## config.mk

```make
export PLATFORM = sky130hd
export DESIGN_NAME = vsb_queue
export DESIGN_NICKNAME = d
export VERILOG_FILES = /design/src/vsb_pkg.sv /design/src/vsb_queue.sv
export SDC_FILE = /design/constraint.sdc
export NUM_CORES = 1
export LEC_CHECK = 0
export BUFFER_PORTS_ARGS = -buffer_cell sky130_fd_sc_hd__buf_2
export CORE_MARGIN = 3
export CORE_UTILIZATION = 40
export DETAILED_ROUTE_END_ITERATION = 6
export SYNTH_ARGS = -nofsm -noshare
export SYNTH_HDL_FRONTEND = slang
export SYNTH_SLANG_ARGS = --single-unit
```

## constraint.sdc

```tcl
create_clock -name clk -period 2.8 [get_ports clk]
set_input_delay 0.14 -clock clk [delete_from_list [all_inputs] [get_ports clk]]
set_output_delay 0.14 -clock clk [all_outputs]
set_load 0.01 [all_outputs]
```

## src/vsb_pkg.sv

```systemverilog
// ----------------------------------------------------------------------------
// vsb_pkg
// Shared types and constants for the VWAP standard deviation band block.
// ----------------------------------------------------------------------------
package vsb_pkg;

  localparam int PRICE_BITS_DEF  = 32;
  localparam int QUEUE_DEPTH_DEF = 4;

  typedef struct packed {
    logic        day_start;
    logic [31:0] bar_high;
    logic [31:0] bar_low;
    logic [31:0] bar_close;
    logic [31:0] bar_volume;
  } bar_t;

  typedef struct packed {
    logic [31:0] vwap_price;
    logic [31:0] upper_one;
    logic [31:0] upper_two;
    logic [31:0] lower_one;
    logic [31:0] lower_two;
    logic        sum_overflow;
  } result_t;

  // Clear-only items carry a day start with no volume.
  typedef enum logic {
    OP_CLEAR  = 1'b0,
    OP_UPDATE = 1'b1
  } op_t;

  typedef struct packed {
    logic        day_start;
    op_t         op;
    logic [33:0] price_sum;
    logic [31:0] volume;
  } work_t;

  function automatic logic [31:0] price_max(int bits);
    logic [63:0] full;
    full = (64'd1 << bits) - 64'd1;
    return full[31:0];
  endfunction

endpackage

```

## src/vsb_queue.sv

```systemverilog
// ----------------------------------------------------------------------------
// vsb_queue
// Short FIFO of classified work between the front and the back.
// ----------------------------------------------------------------------------
module vsb_queue #(
  parameter int DEPTH = vsb_pkg::QUEUE_DEPTH_DEF
) (
  input  logic           clk,
  input  logic           rst,
  input  logic           wr,
  input  vsb_pkg::work_t wr_data,
  output logic           full,
  input  logic           rd,
  output vsb_pkg::work_t rd_data,
  output logic           empty
);
  import vsb_pkg::*;

  localparam int AW = (DEPTH > 1) ? $clog2(DEPTH) : 1;
  localparam int CW = $clog2(DEPTH + 1);
  localparam logic [AW-1:0] LAST = AW'(DEPTH - 1);

  work_t         mem [DEPTH];
  logic [AW-1:0] wptr, rptr;
  logic [CW-1:0] count;

  assign full    = (count == CW'(DEPTH));
  assign empty   = (count == '0);
  assign rd_data = mem[rptr];

  always_ff @(posedge clk) begin
    if (wr && !full) begin
      mem[wptr] <= wr_data;
    end
  end

  always_ff @(posedge clk) begin
    if (rst) begin
      wptr  <= '0;
      rptr  <= '0;
      count <= '0;
    end else begin
      if (wr && !full) begin
        wptr <= (wptr == LAST) ? '0 : wptr + 1'b1;
      end
      if (rd && !empty) begin
        rptr <= (rptr == LAST) ? '0 : rptr + 1'b1;
      end
      count <= count + CW'(wr && !full) - CW'(rd && !empty);
    end
  end

endmodule

```

* Word level (Yosys, flattened, before mapping)
Memory sizes are Yosys's and may differ from the RTL's. A register that Yosys moved wholly into a read port is not among the register bits. Index checks and enable logic that the tools add are counted.
Cells by class: muxes and demuxes 6, equal/unequal tests 3, add/subtract/negate cells 4, reduce and logical (&&, ||, !) cells 5
Operators by type and width (count):
- 2-bit two-way mux | 4
- 2-bit by 1-bit adder with 2-bit output, second input constant | 2
- 2-bit == test, second input constant | 2
- 3-bit by 1-bit adder with 3-bit output | 1
- 3-bit == test, second input constant | 1
- 3-bit zero test | 1
- 3-bit by 1-bit subtractor with 3-bit output | 1
- 1-bit logical AND | 2
- 1-bit zero test | 2
- 1-bit two-way mux | 2
Word-level totals: memory bits (writable) 272, memories kept 1, bits of input ports 72, output and inout bits 70, bits in registers 7, logic and storage cells 22
Memories:
- mem | words 4, width 68, rd ports 1, clocked after memory_dff 1, wr ports 1, RTL line vsb_queue.sv:23 | work_t mem [DEPTH];

* Logic depth before layout (Yosys ltp)
word-level depth 5, depth in mapped cells 10, depth with buffers taken out 9

* Least setup slack after synthesis
OpenSTA, ideal clock, no wires.
path kind register -> register, start point register count[2], end point register count[1], period minus slack after synthesis 2.094 ns, setup time 0.114 ns, data required time 2.686 ns, buffers on the path 1, slack 0.706 ns, stages on the path, launching flop included 10, arrival 1.981 ns, cell sequence dfxtp_1 > or3b_1 > buf_6 > and2_4 > inv_1 > ha_1 > inv_1 > ha_1 > fa_1 > nor2b_1
On the way: cells in the longest elaborated chain, start to end 5, elaborated cells on any way between the ends 8, those cells by class add/sub: 2; eq/ne: 1; reduce/logical: 5
RTL lines:
- start, declared | RTL line vsb_queue.sv:25 | logic [CW-1:0] count;
- start signal, assigned | RTL line vsb_queue.sv:49 | count <= count + CW'(wr && !full) - CW'(rd && !empty);
- 3-bit == test | RTL line vsb_queue.sv:27 | assign full = (count == CW'(DEPTH));
- 1-bit zero test | RTL line vsb_queue.sv:49
- 1-bit logical AND | RTL line vsb_queue.sv:49
- 3-bit by 1-bit adder with 3-bit output | RTL line vsb_queue.sv:49
- 3-bit by 1-bit subtractor with 3-bit output (*) | RTL line vsb_queue.sv:49
Mark *: on every way between the ends. The rest lies on a longest branch, timed or not. A chain may end at the register's enable or synchronous reset.

==> flow_metrics.py <==
metrics = {
    "run_status": {
        "run_status": "completed",
    },
    "grt": {
        "grt_max_degree": 69,
        "grt_pass1_vias": 5526,
        "overflow": 0,
        "grt_pass1_wl_mm": 30.8,
        "grt_usage_pct": 14.1,
        "antenna_found_initial": 1,
    },
    "critical_path": {
        "crit_end": "rd_data[51]",
        "required_ps": 2660,
        "cp_slowest_stage_delay_ps": 600,
        "crit_type": "flip-flop to primary output",
        "r2r_slack_ps": 520,
        "cp-end-kind": "primary output",
        "crit_path_top_delay_cell": "mux4_2",
        "r2r-start": "count[2]",
        "worstSetupStartpointType": "flip-flop",
        "ff2ff_path_depth": 9,
        "rr_endpoint": "count[2]",
        "crit_arrival_ps": 2140,
        "worstPathCellList": "buf_12 > mux4_2 > buf_2",
        "path_max_fanout": 68,
    },
    "sta": {
        "max_clock_freq_mhz": 438,
        "slew_violations": 0,
        "finalCriticalPeriod_ps": 2280,
        "tightest_slew_ps": 580,
        "grt_setup_unrepaired": "no",
        "final_hold_viol_count": 0,
        "setup_viol": 0,
        "setup_tns_ps": 0,
        "fin_crit_sh_pct": 81.6,
        "slew_headroom_pct": 61.3,
        "skew_ps": 4.87,
    },
    "pwr": {
        "ir_drop_uv": 622,
        "power_density_nw_per_um2": 851,
        "power.leakage_nw": 4.49,
    },
    "synthesis": {
        "ys.flop_type": "edfxtp_1",
        "synth.top_cell.area_share_pct": 79.4,
        "syn_area_sq_um": 10300,
        "synthTopCellsByCount": "edfxtp_1, mux4_2, buf_2, dfxtp_1, inv_1",
        "ys_top_cells_by_area": "edfxtp_1, mux4_2, dfxtp_1",
        "synth_area_per_cell_sq_um": 25.3,
        "yosys_warnings": 0,
        "post-synth-top-count-cell": "edfxtp_1",
        "synth_edf_count": 272,
        "ys_types": 24,
        "syn_nets": 486,
        "ys_ff_latch": 281,
        "seq_area_frac_synth_pct": 81.2,
        "postSynthCellCount": 406,
        "yosys.area.top_type": "edfxtp_1",
        "synthArstFlopShare_pct": 0,
    },
    "clock_network": {
        "clk_latency_ps": 530,
        "clk_pin_slew_ps": 60,
        "cts_buffers": 30,
        "tritoncts": "built",
        "cts.sinks": 281,
        "postCtsSetupBuffers": 0,
        "htree_num_levels": 1,
        "ctsHoldBuffers": 72,
        "clockBufferDepth": 3,
        "cts_resized": 0,
        "cts-root-buf": "clkbuf_16",
    },
    "layout": {
        "fin_area_sq_um": 13200,
        "diodes": 0,
        "n_fill_cell": 2001,
        "area_delta_synth_final_pct": 28.0,
        "final_layout_size_suffix_gt1_share_pct": 40.4,
        "fin_nets": 724,
    },
    "die": {
        "chipHeight_microns": 166,
        "core_area_sq_um": 25300,
        "die-area_sq_um": 27700,
        "io_pins": 142,
        "start_util_pct": 40.7,
        "row_count": 58,
        "dieWidth_microns": 166,
    },
    "drt": {
        "ant_nets": 0,
        "wl_mm": 19.6,
        "first_pass_iters": 4,
        "drt_iter0_drc": 376,
        "vias": 4946,
        "wire_per_inst_microns": 19.6,
        "drc": 0,
        "avgViaCountPerCell": 4.96,
    },
    "place": {
        "place.gp.congestion": 0.771,
        "io_buffers": 141,
        "postPlaceCellArea_sq_um": 11500,
        "dp_hpwl_mm": 11.4,
    },
    "min_path": {
        "min_path_cells": 2,
        "worst_hold_path_type": "primary input to flip-flop",
    },
    "flow_run": {
        "drv_cap": 0,
    },
}
==> worst max-delay path, delay by kind of cell (launching register included) <==
family	cells	cell delay, ps
muxes	1	600
DFF	1	350
buffers and inverters	2	610
==> cells by family after synthesis <==
logic type,count (synthesis),synth area share [%]
simple gates,16,0.949
mux,69,15.0
fa+ha+maj,8,1.05
flops,281,81.2
buf+inv,25,1.31
compound gates,5,0.365
xor+xnor,2,0.170
==> layer usage <==
layer / up-vias / wire, microns / track usage [%]
met2: 152 / 9940 / 24.1
met5: - / 13 / 0
li1: 2212 / - / -
met3: 33 / 1320 / 3.52
met4: 2 / 361 / 3.52
met1: 2547 / 7930 / 18.3
==> through the flow <==
stage / std cells / hold slack, ps / util, % / setup WS (ps) / power, mW
2_1_floorplan: 406 / 209 / - / 706 / 6.63
5_1_grt: 998 / 345 / 52.1 / 366 / 11.7
3_3_place_gp: 870 / 349 / 45.4 / 607 / 7.42
3_5_place_dp: 870 / 357 / 45.4 / 530 / 7.48
4_1_cts: 998 / 328 / 52.1 / 429 / 11.4
6_report: 998 / 357 / 52.1 / 516 / 11.2
==> how the worst min path moves through the flow <==
stage,endpoint,startpoint,slack (ps)
floorplan,wptr[1],rst,210
global placement,mem[1][29],wr_data[29],350
detailed placement,mem[2][8],wr_data[8],360
CTS,mem[0][29],wr_data[29],330
global route,mem[2][11],wr_data[11],340
finish,mem[0][21],wr_data[21],360
==> placed cells by master, fill, tap and decap left out, drive strengths merged, types with 2 or more instances in the layout <==
cell,netlist,layout
nand3,2,2
clkinvlp,0,2
nor3,2,2
edfxtp,272,272
mux4,68,68
clkbuf,4,37
clkinv,0,14
a21oi,2,2
inv,8,8
bufinv,0,3
buf,13,151
nor2,2,2
dlygate4sd3,0,72
xnor2,2,2
ha,7,7
nor2b,2,2
o31ai,2,2
and3,4,4
dfxtp,9,9
==> area by class of cell <==
class / count / area [sq um] / area share, %
clock buffer: 37 / 798 / 6.06
clock inverter: 19 / 174 / 1.32
inverter: 8 / 30.0 / 0.228
multi-input combinational: 100 / 1820 / 13.8
sequential: 281 / 8360 / 63.5
tap: 330 / 413 / 3.14
timing repair buffer: 223 / 1580 / 12.0
==> sequential cells by signal, indices dropped and copies added (netlist names), named ones only <==
name,flops
count,3
wptr,2
mem,272
rptr,2
==> power by group <==
group	switching [mW]	internal [mW]
logic	1.12	1.06
registers	0.140	5.08
clock network	1.51	2.29
total	2.76	8.43
Note: power is estimated with default switching activity, not from simulation.
