## config.mk

```make
export PLATFORM = sky130hd
export DESIGN_NAME = vsb_front
export DESIGN_NICKNAME = d
export VERILOG_FILES = /design/src/vsb_pkg.sv /design/src/vsb_front.sv
export SDC_FILE = /design/constraint.sdc
export NUM_CORES = 1
export LEC_CHECK = 0
export ABC_AREA = 0
export BUFFER_PORTS_ARGS = -buffer_cell sky130_fd_sc_hd__buf_2
export CAP_MARGIN = 10
export CORE_UTILIZATION = 40
export DETAILED_ROUTE_END_ITERATION = 16
export PLACE_DENSITY = 0.81
export SLEW_MARGIN = 20
export SYNTH_ARGS = -nofsm -noshare
export SYNTH_HDL_FRONTEND = slang
export SYNTH_SLANG_ARGS = --single-unit
```

## constraint.sdc

```tcl
create_clock -name vclk -period 2.2
set_input_delay 0 -clock vclk [all_inputs]
set_output_delay 0 -clock vclk [all_outputs]
set_load 0.03 [all_outputs]
```

## src/vsb_pkg.sv

```systemverilog
// ----------------------------------------------------------------------------
// vsb_pkg
// Shared types and constants for the VWAP standard deviation band block.
// ----------------------------------------------------------------------------
package vsb_pkg;

  localparam int PRICE_BITS_DEF  = 32;
  localparam int QUEUE_DEPTH_DEF = 4;

  typedef struct packed {
    logic        day_start;
    logic [31:0] bar_high;
    logic [31:0] bar_low;
    logic [31:0] bar_close;
    logic [31:0] bar_volume;
  } bar_t;

  typedef struct packed {
    logic [31:0] vwap_price;
    logic [31:0] upper_one;
    logic [31:0] upper_two;
    logic [31:0] lower_one;
    logic [31:0] lower_two;
    logic        sum_overflow;
  } result_t;

  // Clear-only items carry a day start with no volume.
  typedef enum logic {
    OP_CLEAR  = 1'b0,
    OP_UPDATE = 1'b1
  } op_t;

  typedef struct packed {
    logic        day_start;
    op_t         op;
    logic [33:0] price_sum;
    logic [31:0] volume;
  } work_t;

  function automatic logic [31:0] price_max(int bits);
    logic [63:0] full;
    full = (64'd1 << bits) - 64'd1;
    return full[31:0];
  endfunction

endpackage

```

## src/vsb_front.sv

```systemverilog
// ----------------------------------------------------------------------------
// vsb_front
// Accepts bars, clamps prices, forms h+l+c and classifies each bar.
// ----------------------------------------------------------------------------
module vsb_front #(
  parameter int PRICE_BITS = vsb_pkg::PRICE_BITS_DEF
) (
  input  logic            push,
  output logic            full,
  input  vsb_pkg::bar_t   bar,
  input  logic            q_full,
  output logic            q_push,
  output vsb_pkg::work_t  q_data
);
  import vsb_pkg::*;

  localparam logic [31:0] PMAX = price_max(PRICE_BITS);

  logic [31:0] h, l, c;
  logic        accepted;

  assign full     = q_full;
  assign accepted = push && !q_full;

  always_comb begin
    h = (bar.bar_high  > PMAX) ? PMAX : bar.bar_high;
    l = (bar.bar_low   > PMAX) ? PMAX : bar.bar_low;
    c = (bar.bar_close > PMAX) ? PMAX : bar.bar_close;
    q_data.day_start = bar.day_start;
    q_data.op        = (bar.bar_volume != 32'd0) ? OP_UPDATE : OP_CLEAR;
    q_data.price_sum = {2'b00, h} + {2'b00, l} + {2'b00, c};
    q_data.volume    = bar.bar_volume;
  end

  // Drop bars that neither clear nor update.
  assign q_push = accepted && (bar.day_start || (bar.bar_volume != 32'd0));

endmodule

```

**Word level (Yosys, flattened, before mapping)**

Cells that the tools add are included.
W data, S select, Z words.

- Bits of input ports: 131
- Output and inout bits: 70
- Bits in registers: 0
- Logic and storage cells: 14

- Multiplexer cells: 4
- Add/subtract/negate cells: 2
- Reduce and logical (&&, ||, !) cells: 5
- Order comparisons: 3

Operators by type and width:

| kind | count |
|---|---|
| $gt A32 B32 Y1 const B | 3 |
| $mux W32 | 3 |
| $add A33 B32 Y34 | 1 |
| $add A32 B32 Y33 | 1 |
| $reduce_bool A32 Y1 | 1 |
| $logic_and A1 B1 Y1 | 2 |
| $logic_not A1 Y1 | 1 |
| $logic_or A1 B1 Y1 | 1 |
| $mux W1 | 1 |

**Depth between registers and ports, before layout**

Gate-level depths: netlist of run 1.

- Depth in word-level cells: 4
- Gate-level depth with buffers: 13
- Gate-level depth less buffers: 13

**Worst setup path after synthesis of run 1**

Ideal clock, no wire load.

- Path kind: input -> output
- From: input bar[33] (netlist name)
- To: output q_data[55] (netlist name)
- Stages on the path: 11
- Path slack: -0.658 ns
- Data arrival time: 2.858 ns
- Required time: 2.200 ns
- Buffers on the path: 0
- Cell sequence: fa_1 ha_1 inv_1 fa_1 nor2b_1 o2111ai_1 a31oi_2 a31oi_4 o21ai_2 a2111oi_2 nor3_1

RTL lines:

| what | line | text |
|---|---|---|
| from (decl) | vsb_front.sv:10 | `input vsb_pkg::bar_t bar,` |
| to (decl) | vsb_front.sv:13 | `output vsb_pkg::work_t q_data` |

==> impl_metrics.csv, run 1 <==
group,metric,value,unit
run_status,status,"finished, violations left",
run_status,violations,"negative setup slack",
hold_path,min_path_cells,2,
cts,postCtsHoldBufs,0,
global_routing,grt_max_degree,10,
final_layout,fin_nets,807,
global_routing,track_usage,25.8,%
floorplanning,start_util,42.0,%
timing,hold_viol_final,0,
routing,viasPerCell,5.33,
routing,ant_nets,0,
timing,setup_violations,26,
timing,finalCriticalPeriod,2680,ps
final_layout,stdcell_area,5170,sq um
hold_path,hp-class,"input port to primary output",
routing,drt-wirelength-per-cell,15.7,um
setup_path,worstPathMaxFanout,5,
synthesis,ys_types,54,
timing,rsz0062_at_grt,"yes",
global_routing,grt_pass1_vias,3708,
floorplanning,core,6910,sq um
final_layout,seq_cell_count,0,
setup_path,required,2200,ps
power,p_switching,2160,uW
final_layout,regArea,0,sq um
timing,relSlewSlack,63.2,%
power,netSwitchingFraction,54.6,%
global_routing,antenna_found_initial,0,
power,cellLeakagePower,0.00255,uW
routing,routed-via-count,3763,
power,combPwrFrac,100.0,%
synthesis,synth_area_leader_cell,"fa_1",
timing,worst_pin_slew,546,ps
floorplanning,fp-row-count,30,
timing,drv_slew,0,
place,dp_cells,699,
power,ir_worst_vdd,0.717,mV
final_layout,n_antenna_cell,0,
synthesis,yosys-top-cells-count,"buf_4 (34), fa_1 (33), ha_1 (31)",
place,dp_hpwl,8.55,mm
job,cap_violations,0,
final_layout,area_delta_synth_final,78.5,%
timing,clock.fmax,373,MHz
routing,first_pass_iters,4,
global_routing,grt.overflow.total,0,
final_layout,num-clock-buffers,0,
synthesis,syn-cell-area,2900,sq um
floorplanning,io_pins,201,
routing,drc_errors,0,
floorplanning,dieArea,7590,sq um
setup_path,crit_type,"input port to primary output",
synthesis,yosysWarningCount,0,
synthesis,netlist.area_leader.share,22.8,%
power,p_per_area,766,nW/um^2
routing,routed_wl,11.1,mm
place,post_dp_cell_area,4620,sq um
place,dp_slack,-548,ps
routing,drt-initial-drc-count,94,
place,gp_congestion,0.892,
global_routing,grt_pass1_wl,15.7,mm
floorplanning,die_h,87.1,um
synthesis,synth_area_leaders,"fa_1 (23%), ha_1 (13%), buf_4 (8.8%)",
final_layout,drive_gt1_share,62.8,%
synthesis,avgSynthCellArea,8.23,sq um
synthesis,synth-seq-area-share,0,%
timing,post-route-period-util,122,%
setup_path,startpoint_type,"input port",
synthesis,mappedNetlistNets,547,
final_layout,final_cells,706,
power,p_clk_share,0,%
setup_path,endpoint_kind,"primary output",
setup_path,arrival,2680,ps
synthesis,synth_most_common_cell,"buf_4",
synthesis,synthCells,352,
place,portBuffers,201,
power,p_seq_share,0,%
timing,finalWorstSetupSlack,-480,ps
floorplanning,dieWidth,87.1,um
power,p_int,1800,uW
[metrics by stage]
| step | util [%] | hold WS (ps) | power [uW] | TNS (ps) |
|---|---|---|---|---|
| after floorplan | - | 115 | 2140 | -2380 |
| after global placement | 66.8 | 266 | 3240 | -7250 |
| after detailed placement | 66.8 | 265 | 3280 | -9040 |
| after CTS | 72.0 | 267 | 3710 | -6700 |
| after global routing | 74.9 | 273 | 4190 | -9220 |
| final | 74.9 | 266 | 3960 | -7470 |
[placed cells by master, fill, tap and decap left out, types with 5 or more instances in the layout]
| cell | synthesis | layout |
|---|---|---|
| inv_1 | 15 | 14 |
| nor2_1 | 22 | 19 |
| ha_4 | 0 | 6 |
| a21oi_1 | 29 | 18 |
| nand4_1 | 8 | 8 |
| o21ai_0 | 13 | 12 |
| nand2_1 | 26 | 20 |
| a31oi_4 | 1 | 6 |
| buf_4 | 34 | 106 |
| xnor2_1 | 19 | 7 |
| nand2_2 | 0 | 5 |
| nor4_1 | 9 | 9 |
| buf_6 | 5 | 25 |
| nor2b_1 | 7 | 5 |
| a21o_1 | 16 | 16 |
| xnor2_2 | 0 | 10 |
| ha_1 | 31 | 22 |
| a21oi_2 | 5 | 12 |
| buf_2 | 1 | 173 |
| fa_1 | 33 | 31 |
[worst max-delay path: stages]
cell	delay [ps]
buf_6	90
fa_1	540
ha_2	190
inv_2	40
fa_2	350
nor2b_2	160
o2111ai_2	170
a31oi_4	230
a31oi_4	180
o21ai_4	270
buf_6	130
xor2_1	140
buf_4	180
[what timing repair did]
item | CTS | global route
setup endpoints to repair | 24 | 25
cloned | 0 | 0
endpoints found under the hold margin | 0 | 0
setup buffers | 6 | 3
resized for setup | 78 | 33
pin swaps | 38 | 19
[power groups by stage]
stage | clock, uW | sequential [uW] | combinational, uW
final | 0 | 0 | 3960
after global routing | 0 | 0 | 4190
after CTS | 0 | 0 | 3710
after detailed placement | 0 | 0 | 3280
after global placement | 0 | 0 | 3240
after floorplan | 0 | 0 | 2140
[final timing paths]
path,startpoint,endpoint
max,bar[33],q_data[57]
min,bar[15],q_data[15]
[layer usage]
metal	vias up	part of all wire, %	global-route usage (%)
met5	-	0	0
met4	0	3.4	7.45
met3	32	5.2	1.14
met2	167	55	52.5
met1	1804	36	28.5
li1	1760	-	-
[final cells by class]
| class | count | area [sq um] |
|---|---|---|
| fill | 525 | 1730 |
| timing repair buffer | 304 | 1940 |
| multi-input combinational | 291 | 3050 |
| inverter | 15 | 56.3 |
| tap | 96 | 120 |
[logic make-up after synthesis]
kind of cell    count (synthesis)  share of synthesized area [%]
buf+inv                        61                           13.6
xor+xnor                       25                           7.56
mux                             1                          0.345
fa+ha+maj                      64                           36.2
simple gates                   95                           16.4
compound gates                106                           25.9
No activity file was read; power rests on OpenSTA's default activity.
==> inputs of run 2 (changes only) <==
- CELL_PAD_IN_SITES_DETAIL_PLACEMENT: not set -> 0
- CELL_PAD_IN_SITES_GLOBAL_PLACEMENT: not set -> 2
- CORE_UTILIZATION: 40 -> 20
- PLACE_DENSITY: 0.81 -> not set
- PLACE_DENSITY_LB_ADDON: not set -> 0.1
==> impl_metrics.csv, run 2 (synthesis gave the netlist of run 1 again) <==
group,metric,value,unit
run_status,status,"finished, violations left",
run_status,violations,"negative setup slack",
routing,ant_nets,0,
power,p_seq_share,0,%
power,ir_worst_vdd,0.363,mV
routing,routed-via-count,3541,
power,p_int,1890,uW
power,netSwitchingFraction,52.7,%
final_layout,stdcell_area,5450,sq um
routing,first_pass_iters,4,
power,combPwrFrac,100.0,%
final_layout,area_delta_synth_final,88.2,%
power,p_switching,2110,uW
place,portBuffers,201,
cts,postCtsHoldBufs,0,
place,dp_hpwl,9.47,mm
routing,drc_errors,0,
final_layout,seq_cell_count,0,
global_routing,antenna_found_initial,0,
final_layout,num-clock-buffers,0,
hold_path,hp-class,"input port to primary output",
routing,viasPerCell,4.43,
final_layout,nFillCells,1481,
place,post_dp_cell_area,4770,sq um
timing,drv_slew,0,
power,p_per_area,734,nW/um^2
power,p_clk_share,0,%
floorplanning,die_h,122,um
setup_path,worstPathMaxFanout,5,
timing,setup_violations,21,
timing,clock.fmax,380,MHz
setup_path,crit_buf_inv,3,
global_routing,grt.overflow.total,0,
setup_path,cp_cell_sequence,"buf_6 > fa_1 > ha_4 > inv_2 > fa_2 > nor2b_4 > o2111ai_4 > a31oi_4 > a31oi_4 > o21ai_4 > and3_1 > nor3_4 > buf_4",
routing,routed_wl,10.6,mm
global_routing,grt_max_degree,10,
setup_path,crit_family,"adder cells",
final_layout,n_antenna_cell,0,
floorplanning,dieWidth,122,um
setup_path,startpoint_type,"input port",
floorplanning,fp-row-count,43,
timing,hold_viol_final,0,
setup_path,required,2200,ps
final_layout,fin_nets,817,
final_layout,regArea,0,sq um
setup_path,slowest_stage,"fa_1",
place,gp_congestion,0.806,
timing,worst_pin_slew,435,ps
timing,relSlewSlack,71.0,%
floorplanning,io_pins,201,
global_routing,grt_pass1_wl,16.5,mm
floorplanning,dieArea,15000,sq um
timing,post-route-period-util,120,%
setup_path,slowest_delay,580,ps
setup_path,endpoint_kind,"primary output",
global_routing,track_usage,13.5,%
final_layout,drive_gt1_share,64.5,%
timing,finalSetupTns,-6240,ps
routing,drt-initial-drc-count,54,
global_routing,grt_pass1_vias,3564,
setup_path,arrival,2630,ps
timing,finalCriticalPeriod,2630,ps
job,cap_violations,0,
timing,finalWorstSetupSlack,-431,ps
routing,drt-wirelength-per-cell,13.3,um
final_layout,final_cell_mix,"buf_2 (169), buf_4 (112), fa_1 (32), buf_6 (32), ha_1 (20)",
power,cellLeakagePower,0.00263,uW
floorplanning,start_util,20.7,%
timing,rsz0062_at_grt,"yes",
floorplanning,core,14000,sq um
final_layout,final_common_cell,"buf_2",
power,power,4000,uW
setup_path,crit_top_cell,"a31oi_4",
setup_path,crit_type,"input port to primary output",
## run 2: stage by stage
| stage | std cells | util (%) | hold WS (ps) | worst slack (ps) |
|---|---|---|---|---|
| finish | 800 | 39.0 | 266 | -431 |
| global route | 800 | 39.0 | 273 | -559 |
| CTS | 794 | 37.1 | 267 | -508 |
| detailed placement | 788 | 34.1 | 267 | -596 |
| global placement | 788 | 34.1 | 267 | -575 |
| floorplan | 352 | - | 115 | -279 |
## run 2: worst paths after layout
kind	depth (start not counted)	endpoint	startpoint	slack (ps)
setup / recovery	13	q_data[55]	bar[33]	-430
hold / removal	2	q_data[5]	bar[5]	270
## run 2: metal layers
| layer | vias to the layer above | global-route usage, % | wire length (um) |
|---|---|---|---|
| met5 | - | 0 | 0 |
| met4 | 0 | 0 | 0 |
| met3 | 0 | 0.372 | 551 |
| met2 | 120 | 26.5 | 5550 |
| met1 | 1638 | 17.0 | 4520 |
| li1 | 1783 | - | - |
## run 2: power groups by stage
stage,Clock [uW],Combinational [uW],Sequential (uW)
floorplan,0,2140,0
global placement,0,3380,0
detailed placement,0,3380,0
CTS,0,3830,0
global route,0,4310,0
finish,0,4000,0
## run 2: final cells by class
type	count	area, sq um	share of cell area (%)
multi-input combinational	291	3100	56.9
tap	180	225	4.13
timing repair buffer	314	2070	37.9
inverter	15	56.3	1.03
## run 2: timing repair
action                                  CTS  global route
gates resized for setup                  84            40
buffers inserted                          6             6
endpoints found under the setup margin   25            26
pin swaps                                32            29
==> inputs of run 3 (changes only) <==
- CORE_MARGIN: not set -> 4
- PLACE_DENSITY: not set -> 0.9
- PLACE_DENSITY_LB_ADDON: 0.1 -> not set
==> impl_metrics.csv, run 3 (synthesis gave the netlist of run 1 again) <==
group,metric,value,unit
run_status,status,"finished, violations left",
run_status,violations,"negative setup slack",
timing,drv_slew,0,
final_layout,area_delta_synth_final,89.1,%
floorplanning,dieWidth,128,um
floorplanning,fp-row-count,43,
hold_path,hp-class,"input port to primary output",
setup_path,required,2200,ps
final_layout,drive_gt1_share,64.8,%
job,cap_violations,0,
routing,viasPerCell,4.49,
power,p_switching,2170,uW
final_layout,n_antenna_cell,0,
routing,routed_wl,11.6,mm
floorplanning,start_util,20.6,%
timing,hold_viol_final,0,
floorplanning,dieArea,16500,sq um
timing,finalCriticalPeriod,2670,ps
place,gp_congestion,0.785,
timing,setup_violations,21,
final_layout,nFillCells,1453,
power,ir_worst_vdd,0.614,mV
global_routing,grt.overflow.total,0,
routing,drc_errors,0,
setup_path,crit_family,"adder cells",
final_layout,regArea,0,sq um
floorplanning,die_h,128,um
final_layout,final_common_cell,"buf_2",
final_layout,seq_cell_count,0,
global_routing,grt_pass1_vias,3795,
setup_path,crit_type,"input port to primary output",
place,portBuffers,201,
timing,finalWorstSetupSlack,-468,ps
setup_path,arrival,2670,ps
final_layout,final_cell_mix,"buf_2 (167), buf_4 (101), buf_6 (38)",
power,p_seq_share,0,%
routing,routed-via-count,3563,
routing,drt-wirelength-per-cell,14.6,um
place,dp_hpwl,10.2,mm
timing,post-route-period-util,121,%
power,p_int,1920,uW
timing,relSlewSlack,62.9,%
timing,worst_pin_slew,551,ps
floorplanning,io_pins,201,
setup_path,worstPathMaxFanout,5,
power,p_per_area,746,nW/um^2
place,dp_slack,-576,ps
floorplanning,core,14000,sq um
power,power,4090,uW
final_layout,num-clock-buffers,0,
setup_path,slowest_delay,550,ps
power,cellLeakagePower,0.00261,uW
routing,drt-initial-drc-count,64,
timing,rsz0062_at_grt,"yes",
final_layout,fin_nets,810,
power,p_clk_share,0,%
final_layout,utilization,39.0,%
global_routing,grt_pass1_wl,17.6,mm
routing,ant_nets,0,
global_routing,track_usage,12.8,%
setup_path,startpoint_type,"input port",
global_routing,grt_max_degree,10,
power,combPwrFrac,100.0,%
global_routing,antenna_found_initial,0,
setup_path,slowest_stage,"fa_1",
setup_path,crit_buf_inv,3,
routing,first_pass_iters,4,
setup_path,endpoint_kind,"primary output",
timing,clock.fmax,375,MHz
power,netSwitchingFraction,53.1,%
setup_path,cp_cell_sequence,"buf_6 > fa_1 > ha_2 > inv_2 > fa_2 > nor2b_2 > o2111ai_2 > a31oi_4 > a31oi_4 > o21a_1 > o211ai_1 > nand4_1 > buf_6",
[run 3: cell types whose count changed in the layout (fill, tap and decap cells not counted), sizes merged]
cell | previous run | this run
buf | 314 | 306
clkbuf | 0 | 1
[run 3: final cells by class]
type                       count  area (sq um)  share of cell area (%)
inverter                      15          56.3                    1.03
multi-input combinational    291          3170                    57.8
tap                          180           225                    4.11
timing repair buffer         307          2030                    37.0
[run 3: per-stage QoR]
stage                     area, sq um  hold slack, ps  TNS (ps)  std cells
after floorplan                  3110             115     -2380        352
after global placement           4690             269     -9170        779
after detailed placement         4690             268     -9830        779
after CTS                        5160             268     -6920        786
after global routing             5480             270    -10180        793
final                            5480             267     -7370        793
[run 3: repair_timing]
item                       4_1_cts  5_1_grt
hold buffers                     0        0
buffers inserted                 7        8
pin swaps                       35       40
resized for setup               91       54
setup endpoints to repair       25       26
hold endpoints to repair         0        0
[run 3: power groups by stage]
| stage | Sequential (uW) | Combinational, uW | Clock [uW] |
|---|---|---|---|
| 3_3_place_gp | 0 | 3320 | 0 |
| 5_1_grt | 0 | 4390 | 0 |
| 2_1_floorplan | 0 | 2140 | 0 |
| 4_1_cts | 0 | 3840 | 0 |
| 6_report | 0 | 4090 | 0 |
| 3_5_place_dp | 0 | 3330 | 0 |
[run 3: worst paths after layout]
| path | slack [ps] | to | depth (start not counted) | start |
|---|---|---|---|---|
| min | 270 | q_data[18] | 2 | bar[18] |
| max | -470 | q_data[51] | 13 | bar[33] |
[run 3: metal layers]
layer	up-vias	track usage, %	wire length [um]
li1	1768	-	-
met3	4	1.37	923
met2	146	26.4	6220
met4	0	0.312	34
met1	1645	14.8	4440
met5	-	0	0
